**src/rtl/core/lpht_pkg.sv**
```systemverilog
`timescale 1ns / 1ps

package lpht_pkg;

  // Table geometry. The slot index is the low bits of the hashed key.
  localparam int TABLE_SLOTS = 256;
  localparam int SLOT_W      = $clog2(TABLE_SLOTS);

  // Fixed field widths of the item and result beats.
  localparam int KEY_W     = 24;
  localparam int STATUS_W  = 2;
  localparam int SLOT_O_W  = 8;
  localparam int ENTRIES_W = 8;

  // Multiplicative hash constant.
  localparam logic [31:0] HASH_MULT = 32'd2654435761;

  // Operation codes.
  localparam logic OP_FIND   = 1'b0;
  localparam logic OP_INSERT = 1'b1;

  // Result status codes.
  typedef enum logic [STATUS_W-1:0] {
    ST_FOUND    = 2'd0,
    ST_INSERTED = 2'd1,
    ST_ABSENT   = 2'd2,
    ST_FULL     = 2'd3
  } status_e;

  // Controller states.
  typedef enum logic [2:0] {
    S_IDLE,
    S_HASH,
    S_READ,
    S_CMP,
    S_FINISH
  } state_e;

  // Commands from the controller to the datapath.
  typedef struct packed {
    logic load;     // capture the incoming beat
    logic hash;     // compute the home slot
    logic read;     // read the slot under the probe pointer
    logic advance;  // step the probe pointer with wraparound
    logic finish;   // decide, commit an insert and present the result
  } ctrl_cmd_t;

  // Status from the datapath to the controller.
  typedef struct packed {
    logic used;   // probed slot is occupied
    logic match;  // probed slot holds the key
    logic last;   // every slot has been visited
  } dp_sts_t;

endpackage

```
**src/rtl/core/lpht_ctrl.sv**
```systemverilog
`timescale 1ns / 1ps

module lpht_ctrl (
  input  logic                clk_i,
  input  logic                rst_ni,
  input  logic                start,
  output logic                busy,
  input  lpht_pkg::dp_sts_t   sts_i,
  output lpht_pkg::ctrl_cmd_t cmd_o
);
  import lpht_pkg::*;

  state_e state_q, state_d;

  // State register.
  always_ff @(posedge clk_i or negedge rst_ni) begin
    if (!rst_ni) begin
      state_q <= S_IDLE;
    end else begin
      state_q <= state_d;
    end
  end

  // Next state. A probe ends on an empty slot, on the key, or after a full lap.
  always_comb begin
    state_d = state_q;
    case (state_q)
      S_IDLE: begin
        if (start) begin
          state_d = S_HASH;
        end
      end
      S_HASH:   state_d = S_READ;
      S_READ:   state_d = S_CMP;
      S_CMP: begin
        if (!sts_i.used || sts_i.match || sts_i.last) begin
          state_d = S_FINISH;
        end else begin
          state_d = S_READ;
        end
      end
      S_FINISH: state_d = S_IDLE;
      default:  state_d = S_IDLE;
    endcase
  end

  // Outputs. On a full lap the pointer still steps, so it ends at the home slot.
  always_comb begin
    cmd_o = '0;
    busy  = 1'b1;
    case (state_q)
      S_IDLE: begin
        busy       = 1'b0;
        cmd_o.load = start;
      end
      S_HASH:   cmd_o.hash = 1'b1;
      S_READ:   cmd_o.read = 1'b1;
      S_CMP:    cmd_o.advance = sts_i.used && !sts_i.match;
      S_FINISH: cmd_o.finish = 1'b1;
      default:  busy = 1'b1;
    endcase
  end

endmodule

```
**config.mk**
```make
export PLATFORM = sky130hd
export DESIGN_NAME = lpht_ctrl
export DESIGN_NICKNAME = d
export VERILOG_FILES = /design/src/rtl/core/lpht_pkg.sv /design/src/rtl/core/lpht_ctrl.sv
export SDC_FILE = /design/constraint.sdc
export NUM_CORES = 1
export LEC_CHECK = 0
export ABC_AREA = 1
export BUFFER_PORTS_ARGS = -buffer_cell sky130_fd_sc_hd__buf_2
export CAP_MARGIN = 40
export CORE_AREA = 2 2 39 41
export CTS_BUF_LIST = sky130_fd_sc_hd__clkbuf_16
export CTS_CLUSTER_DIAMETER = 80
export DETAILED_ROUTE_END_ITERATION = 7
export DIE_AREA = 0 0 41 43
export GPL_TIMING_DRIVEN = 0
export SLEW_MARGIN = 10
export SYNTH_ARGS = -nofsm -noshare
export SYNTH_HDL_FRONTEND = slang
export SYNTH_SLANG_ARGS = --single-unit
```
**constraint.sdc**
```tcl
create_clock -name clk_i -period 0.9 [get_ports clk_i]
set_input_delay 0.09 -clock clk_i [delete_from_list [all_inputs] [get_ports clk_i]]
set_output_delay 0.09 -clock clk_i [all_outputs]
set_load 0.02 [all_outputs]
```
# After elaboration in Yosys (flattened, before gate mapping)
# Cells that the tools add are included.
# totals
wordCells	21
regBits	3
input_bits	6
output_inout_bits	6
# op_classes
n_eq_ne	5
n_reduce_logical	6
muxes	9
# op_table
cell	count
one-hot mux 3 bit (4 select lines)	1
equality test 3 x 2 -> 1 bit (second input constant)	2
two-way mux 1 bit	6
two-way mux 3 bit	2
equality test 3 x 1 -> 1 bit (second input constant)	1
equality test 3 bit (second input constant)	1
logical NOT 3 bit	1
logical NOT 1 bit	2
logical OR 1 bit	2
!= test 2 bit (second input constant)	1
logical AND 1 bit	1

# Longest topological paths before layout
# Gate-level depths: netlist of the first run.
# logic_depth
depth_word	5
mapped_depth	4
mapped_depth_nobuf	4

# Worst setup path before layout of the first run
# Ideal clock, no wire load.
# synth_timing
path_kind	reg-to-output
startpoint	reg state_q[2]
endpoint	out cmd_o[4] (netlist bit)
path_stages_with_launch	4
required_time_ns	0.810
n_path_buf	0
arrival_time_ns	1.017
setup_slack_ns	-0.207
cell_sequence	dfrtp_1 > nor2_1 > nand2_1 > nor2_1
# synth_lines
element	line	text
from (decl)	lpht_ctrl.sv:13	state_e state_q, state_d;
from (signal assigned)	lpht_ctrl.sv:20	state_q <= state_d;
to (decl)	lpht_ctrl.sv:9	output lpht_pkg::ctrl_cmd_t cmd_o

==> results of run 1 <==
-- layout make-up --
class | count | area share [%]
repair buffers | 15 | 26.5
multi-input cells | 15 | 25.4
clock buffers | 3 | 17.3
inverters | 8 | 7.49
flip-flops and latches | 3 | 17.9
clock inverters | 1 | 0.865
well taps | 16 | 4.61
-- synth_stat cells --
master | number | area (sq um)
inv_1 | 6 | 22.5
dfrtp_1 | 3 | 75.1
nand2_1 | 3 | 11.3
nor2_1 | 3 | 11.3
inv_2 | 2 | 7.51
nor3_1 | 2 | 10.0
o21ai_0 | 2 | 10.0
a21oi_1 | 1 | 5.00
nand2_2 | 1 | 6.26
nand3_1 | 1 | 5.00
nand3_2 | 1 | 10.0
nor3_2 | 1 | 10.0
-- routing by layer --
layer / vias to the layer above / GRT usage, % / wire length (um)
li1: 116 / - / -
met1: 100 / 5.79 / 170
met2: 6 / 10.0 / 294
met3: 2 / 3.14 / 31
met4: 0 / 8.00 / 14
met5: - / 0 / 0
-- through the flow --
stage                     total power, mW  area, sq um  hold WS, ns
after floorplan                     0.692          201       -0.206
final                                1.84          434        0.109
after detailed placement            0.858          277       -0.111
after global routing                 1.95          434        0.158
after global placement              0.843          277       -0.111
after CTS                            1.77          418        0.115
-- power by group --
group | leakage [nW] | internal (mW) | switching [mW]
logic | 0.145 | 0.381 | 0.424
registers | 0.0346 | 0.210 | 0.127
clock network | 0.0423 | 0.573 | 0.121
-- how the worst max path moves through the flow --
stage,from,endpoint,slack [ns],cells after the start
floorplan,state_q[0]$_DFFE_PN0P_,cmd_o[4],-0.11,3
global placement,state_q[2]$_DFFE_PN0P_,cmd_o[4],-0.09,4
detailed placement,state_q[0]$_DFFE_PN0P_,cmd_o[4],-0.11,4
CTS,state_q[2]$_DFFE_PN0P_,cmd_o[4],-0.27,4
global route,state_q[0]$_DFFE_PN0P_,cmd_o[4],-0.33,4
finish,state_q[0]$_DFFE_PN0P_,cmd_o[4],-0.27,4
-- cell usage in the layout (no fill, tap or decap), drive strengths merged --
master / count
nand3: 2
a21oi: 1
clkbuf: 3
nor2: 3
buf: 14
inv: 9
dfrtp: 3
dlygate4sd3: 1
nand2: 4
o21ai: 2
nor3: 3
-- repair_timing --
item                                   CTS  global route
setup buffers                            3             0
gates cloned                             0             0
pin swaps                                4             4
hold buffers                             1             0
setup endpoints to repair                6             8
gates resized for setup                 12             5
endpoints found under the hold margin    3             0
-- worst min-delay path, stage by stage --
cell     delay, ns
buf_2         0.09
o21ai_0       0.06
inv_1         0.06
-- cell families after synthesis --
| family | count (synthesis) | share of synthesized area, % |
|---|---|---|
| compound gates | 3 | 8.16 |
| buf+inv | 8 | 16.3 |
| flops | 3 | 40.8 |
| simple gates | 12 | 34.7 |
==> impl_metrics.env, run 1 <==
export IMPL_status="finished with violations"
export IMPL_yosys_warnings=0
export IMPL_vias=224
export IMPL_drt_iter0_drc=0
export IMPL_worst_pin_slew_ns=0.195
export IMPL_post_place_cells=53
export IMPL_r2r_start="state_q[0]$_DFFE_PN0P_"
export IMPL_critPathKind="flip-flop to output pin"
export IMPL_drt_pass1_iter_count=1
export IMPL_dp_hpwl_um=358
export IMPL_holdPathEnd="state_q[0]$_DFFE_PN0P_"
export IMPL_hp_class="input pin to flip-flop"
export IMPL_antenna_found_initial=0
export IMPL_vdd_drop_max_v=0.00110
export IMPL_multi_input_area_sq_um=110
export IMPL_worst_r2r_endpoint="state_q[2]$_DFFE_PN0P_"
export IMPL_cp_max_fo=6
export IMPL_htree_levels=1
export IMPL_grt_pass1_vias=202
export IMPL_wl_um=511
export IMPL_fmax_mhz=854
export IMPL_cp_num_buf_inv=1
export IMPL_syn_to_final_growth_pct=136
export IMPL_antennaDiodeCount=0
export IMPL_drv_slew=0
export IMPL_synthesis_instances=26
export IMPL_hold_viol=0
export IMPL_tns_ns=-1.40
export IMPL_io_buffers=11
export IMPL_regMostFlops="state_q"
export IMPL_drc=0
export IMPL_synth_seq_area_share_pct=40.8
export IMPL_die_w_um=41
export IMPL_utilization_pct=31.4
export IMPL_track_usage_pct=6.83
export IMPL_fin_ws_ns=-0.272
export IMPL_dp_slack_ns=-0.113
export IMPL_wire_per_inst_um=8.38
export IMPL_cp_common_cell="nor2_4"
export IMPL_path_cells="nor2_4 -> nand2_2 -> nor2_4 -> buf_6"
export IMPL_ant_nets=0
export IMPL_cp_start_kind="flip-flop"
export IMPL_finClkSkew_ns=0.000834
export IMPL_cts_buffers=3
export IMPL_fill_cells=159
export IMPL_drive_above_1_share_pct=68.9
export IMPL_grt_max_degree=7
export IMPL_reg2reg_slack_ns=0
export IMPL_r2r_cells=5
export IMPL_routabilityCongestion=0.579
export IMPL_critPathCaptureType="output pin"
export IMPL_initial_core_util_pct=13.3
export IMPL_max_stage_delay_ns=0.45
export IMPL_final_setup_viol_count=7
export IMPL_hold_path_depth=3
export IMPL_largest_reg_flops=3
export IMPL_min_period_ns=1.17
export IMPL_layout_cells_non_filler=61
export IMPL_cp_required_ns=0.81
export IMPL_gr_total_overflow=0
export IMPL_failed_checks="setup timing"
export IMPL_clkTransAtPathRegs_ns=0.03
export IMPL_synth_seq_cells=3
export IMPL_top_regs="state_q: 3 flops"
export IMPL_clkSinkCount=3
export IMPL_syn_nets=32
export IMPL_cts_tree="built"
export IMPL_postSynthAreaPerCell_sq_um=7.07
export IMPL_post_route_period_util_pct=130
export IMPL_critical_path_top_delay_family="flip-flops"
export IMPL_final_nets=52
export IMPL_die_area_sq_mm=0.00176
export IMPL_clockRootBuffer="clkbuf_16"
export IMPL_cellPowerDensity_mw_per_mm2=4230
export IMPL_clockBufferDepth=2
export IMPL_pin_count=12
export IMPL_clock_latency_ns=0.22
export IMPL_num_rows=14
export IMPL_grt_pass1_wl_um=724
export IMPL_max_slew_margin_pct=86.8
export IMPL_regArea_sq_um=77.6
export IMPL_die_y_um=43
export IMPL_maxCapViolCount=0
export IMPL_holdCritStartpoint="start"
export IMPL_synthDistinctLibCells=12
export IMPL_p_leak_nw=0.222
export IMPL_worst_path_max_delay_cell="dfrtp_2"
export IMPL_route_detailed_vias_per_inst=3.67
export IMPL_netlist_area_sq_um=184
export IMPL_rsz0062_at_grt="true"
export IMPL_arrival_ns=1.08
export IMPL_core_sq_mm=0.00138
Power figures use the tool's default switching activity.
==> inputs of run 2 (changes only) <==
ABC_AREA = 0   (was 1)
==> run 2 against run 1 <==
  * The run still ends with setup timing left
  * Die area did not move
  * Highest routed layer is now met3
  * Clock skew barely moved
  * Critical path type unchanged
  * Power fell by 4.6%
==> impl_metrics.env, run 2 <==
export IMPL_async_reset_ff_share_pct=100
export IMPL_htree_levels=1
export IMPL_synth_seq_cells=3
export IMPL_final_setup_viol_count=7
export IMPL_min_period_ns=1.33
export IMPL_synthesis_instances=17
export IMPL_hold_viol=0
export IMPL_post_route_period_util_pct=148
export IMPL_wire_per_inst_um=8.94
export IMPL_tns_ns=-2.46
export IMPL_rsz0062_at_grt="true"
export IMPL_hp_class="input pin to flip-flop"
export IMPL_antenna_found_initial=0
export IMPL_ant_nets=0
export IMPL_cts_tree="built"
export IMPL_postSynthAreaPerCell_sq_um=9.94
export IMPL_fin_ws_ns=-0.434
export IMPL_synth_top_cell_by_area="dfrtp_1"
export IMPL_antennaDiodeCount=0
export IMPL_die_y_um=43
export IMPL_yosys_warnings=0
export IMPL_syn_nets=23
export IMPL_track_usage_pct=6.43
export IMPL_critPathKind="flip-flop to output pin"
export IMPL_netlist_top_cells_area="dfrtp_1, nor3b_1, or3_4"
export IMPL_vdd_drop_max_v=0.00101
export IMPL_yosys_area_top_type_share_pct=44.4
export IMPL_drc=0
export IMPL_maxCapViolCount=0
export IMPL_final_cell_mix="buf_2, buf_4, buf_6"
export IMPL_gr_total_overflow=0
export IMPL_synthDistinctLibCells=11
export IMPL_p_leak_nw=0.191
export IMPL_cellPowerDensity_mw_per_mm2=4180
export IMPL_top_regs="state_q: 3 flops"
export IMPL_clkSinkCount=3
export IMPL_cp_required_ns=0.81
export IMPL_cp_max_fo=4
export IMPL_grt_pass1_wl_um=600
export IMPL_cp_start_kind="flip-flop"
export IMPL_drt_iter0_drc=1
export IMPL_finalInstanceArea_sq_um=419
export IMPL_regMostFlops="state_q"
export IMPL_arrival_ns=1.24
export IMPL_grt_max_degree=9
export IMPL_syn_to_final_growth_pct=148
export IMPL_die_w_um=41
export IMPL_route_detailed_vias_per_inst=3.75
export IMPL_core_sq_mm=0.00138
export IMPL_clkTransAtPathRegs_ns=0.03
export IMPL_path_cells="or3_4 -> nor2_4 -> buf_6"
export IMPL_failed_checks="setup timing"
export IMPL_mostFrequentLayoutCell="buf_2"
export IMPL_routabilityCongestion=0.526
export IMPL_max_stage_delay_ns=0.41
export IMPL_critPathCaptureType="output pin"
export IMPL_largest_reg_flops=3
export IMPL_cts_buffers=3
export IMPL_wl_um=465
export IMPL_synth_edf_count=0
export IMPL_status="finished with violations"
export IMPL_netlist_area_sq_um=169
export IMPL_clockBufferDepth=2
export IMPL_drive_above_1_share_pct=69.4
export IMPL_pin_count=12
export IMPL_drv_slew=0
export IMPL_yosysMostFrequentCell="nor3b_1"
export IMPL_worst_path_max_delay_cell="dfrtp_2"
export IMPL_vias=195
export IMPL_die_area_sq_mm=0.00176
export IMPL_io_buffers=11
export IMPL_clock_latency_ns=0.22
export IMPL_final_nets=43
export IMPL_ys_dominant_reg_cell="dfrtp_1"
export IMPL_num_rows=14
export IMPL_fmax_mhz=750
export IMPL_dpl_instance_area_sq_um=263
export IMPL_worst_pin_slew_ns=0.159
export IMPL_finClkSkew_ns=0.00128
export IMPL_clockRootBuffer="clkbuf_16"
export IMPL_drt_pass1_iter_count=4
export IMPL_grt_pass1_vias=157
export IMPL_synth_seq_area_share_pct=44.4
export IMPL_max_slew_margin_pct=89.3
export IMPL_synth_common_cells="nor3b_1, dfrtp_1, nor2_1"
export IMPL_initial_core_util_pct=12.2
run 2: layout make-up:
cell class / count / area [sq um]
well taps: 16 / 20.0
flip-flops and latches: 3 / 77.6
repair buffers: 15 / 115
multi-input cells: 13 / 124
inverters: 1 / 3.75
clock buffers: 3 / 75.1
clock inverters: 1 / 3.75
fillers: 144 / 965
run 2: logic make-up after synthesis:
group | Yosys count | share of synthesized area (%)
buffers and inverters | 1 | 2.22
AND/OR/NAND/NOR | 11 | 45.2
flip-flops | 3 | 44.4
AO/OA/AOI/OAI | 2 | 8.15
run 2: per-stage QoR:
step | power [mW] | utilization, % | setup slack, ns | instances | hold WS [ns]
floorplan | 0.662 | - | -0.193 | 17 | -0.206
global placement | 0.804 | 19.0 | -0.244 | 44 | -0.114
detailed placement | 0.812 | 19.0 | -0.255 | 44 | -0.114
CTS | 1.69 | 28.8 | -0.437 | 51 | 0.144
global route | 1.86 | 30.3 | -0.467 | 52 | 0.146
finish | 1.75 | 30.3 | -0.434 | 52 | 0.140
run 2: timing repair:
action | CTS | global route
endpoints found under the setup margin | 7 | 8
buffers inserted | 2 | 1
pin swaps | 1 | 2
endpoints found under the hold margin | 3 | 0
hold buffers | 1 | 0
gates resized for setup | 10 | 4
run 2: metal layers:
layer  share of wire [%]  GRT usage (%)  up-vias
met5                   0              0        -
met4                   0           12.0        0
met3                 6.9           4.71        0
met2                  51           6.88        9
met1                  42           4.82       88
li1                    -              -       98
run 2: where the power goes:
| part | leakage (nW) | total, mW | internal [mW] | switching (mW) |
|---|---|---|---|---|
| combinational | 0.114 | 0.753 | 0.401 | 0.351 |
| sequential | 0.0351 | 0.311 | 0.211 | 0.100 |
| clock | 0.0423 | 0.688 | 0.572 | 0.116 |
run 2: worst max-delay path: cells and delay by family (launching register included):
kind | cells | cell delay (ns)
AND/OR/NAND/NOR | 2 | 0.49
flip-flops | 1 | 0.41
buffers and inverters | 1 | 0.11
run 2: worst paths after layout:
path | cells past startpoint | slack (ns) | start | endpoint
min reg2reg | 1 | 0.54 | state_q[0]$_DFFE_PN0P_ | state_q[0]$_DFFE_PN0P_
max | 3 | -0.43 | state_q[1]$_DFFE_PN0P_ | cmd_o[4]
max reg2reg | 4 | -0.06 | state_q[1]$_DFFE_PN0P_ | state_q[1]$_DFFE_PN0P_
min | 3 | 0.14 | start | state_q[0]$_DFFE_PN0P_
min in group asynchronous | 2 | 0.19 | rst_ni | state_q[1]$_DFFE_PN0P_
max in group asynchronous | 2 | 0.60 | rst_ni | state_q[0]$_DFFE_PN0P_
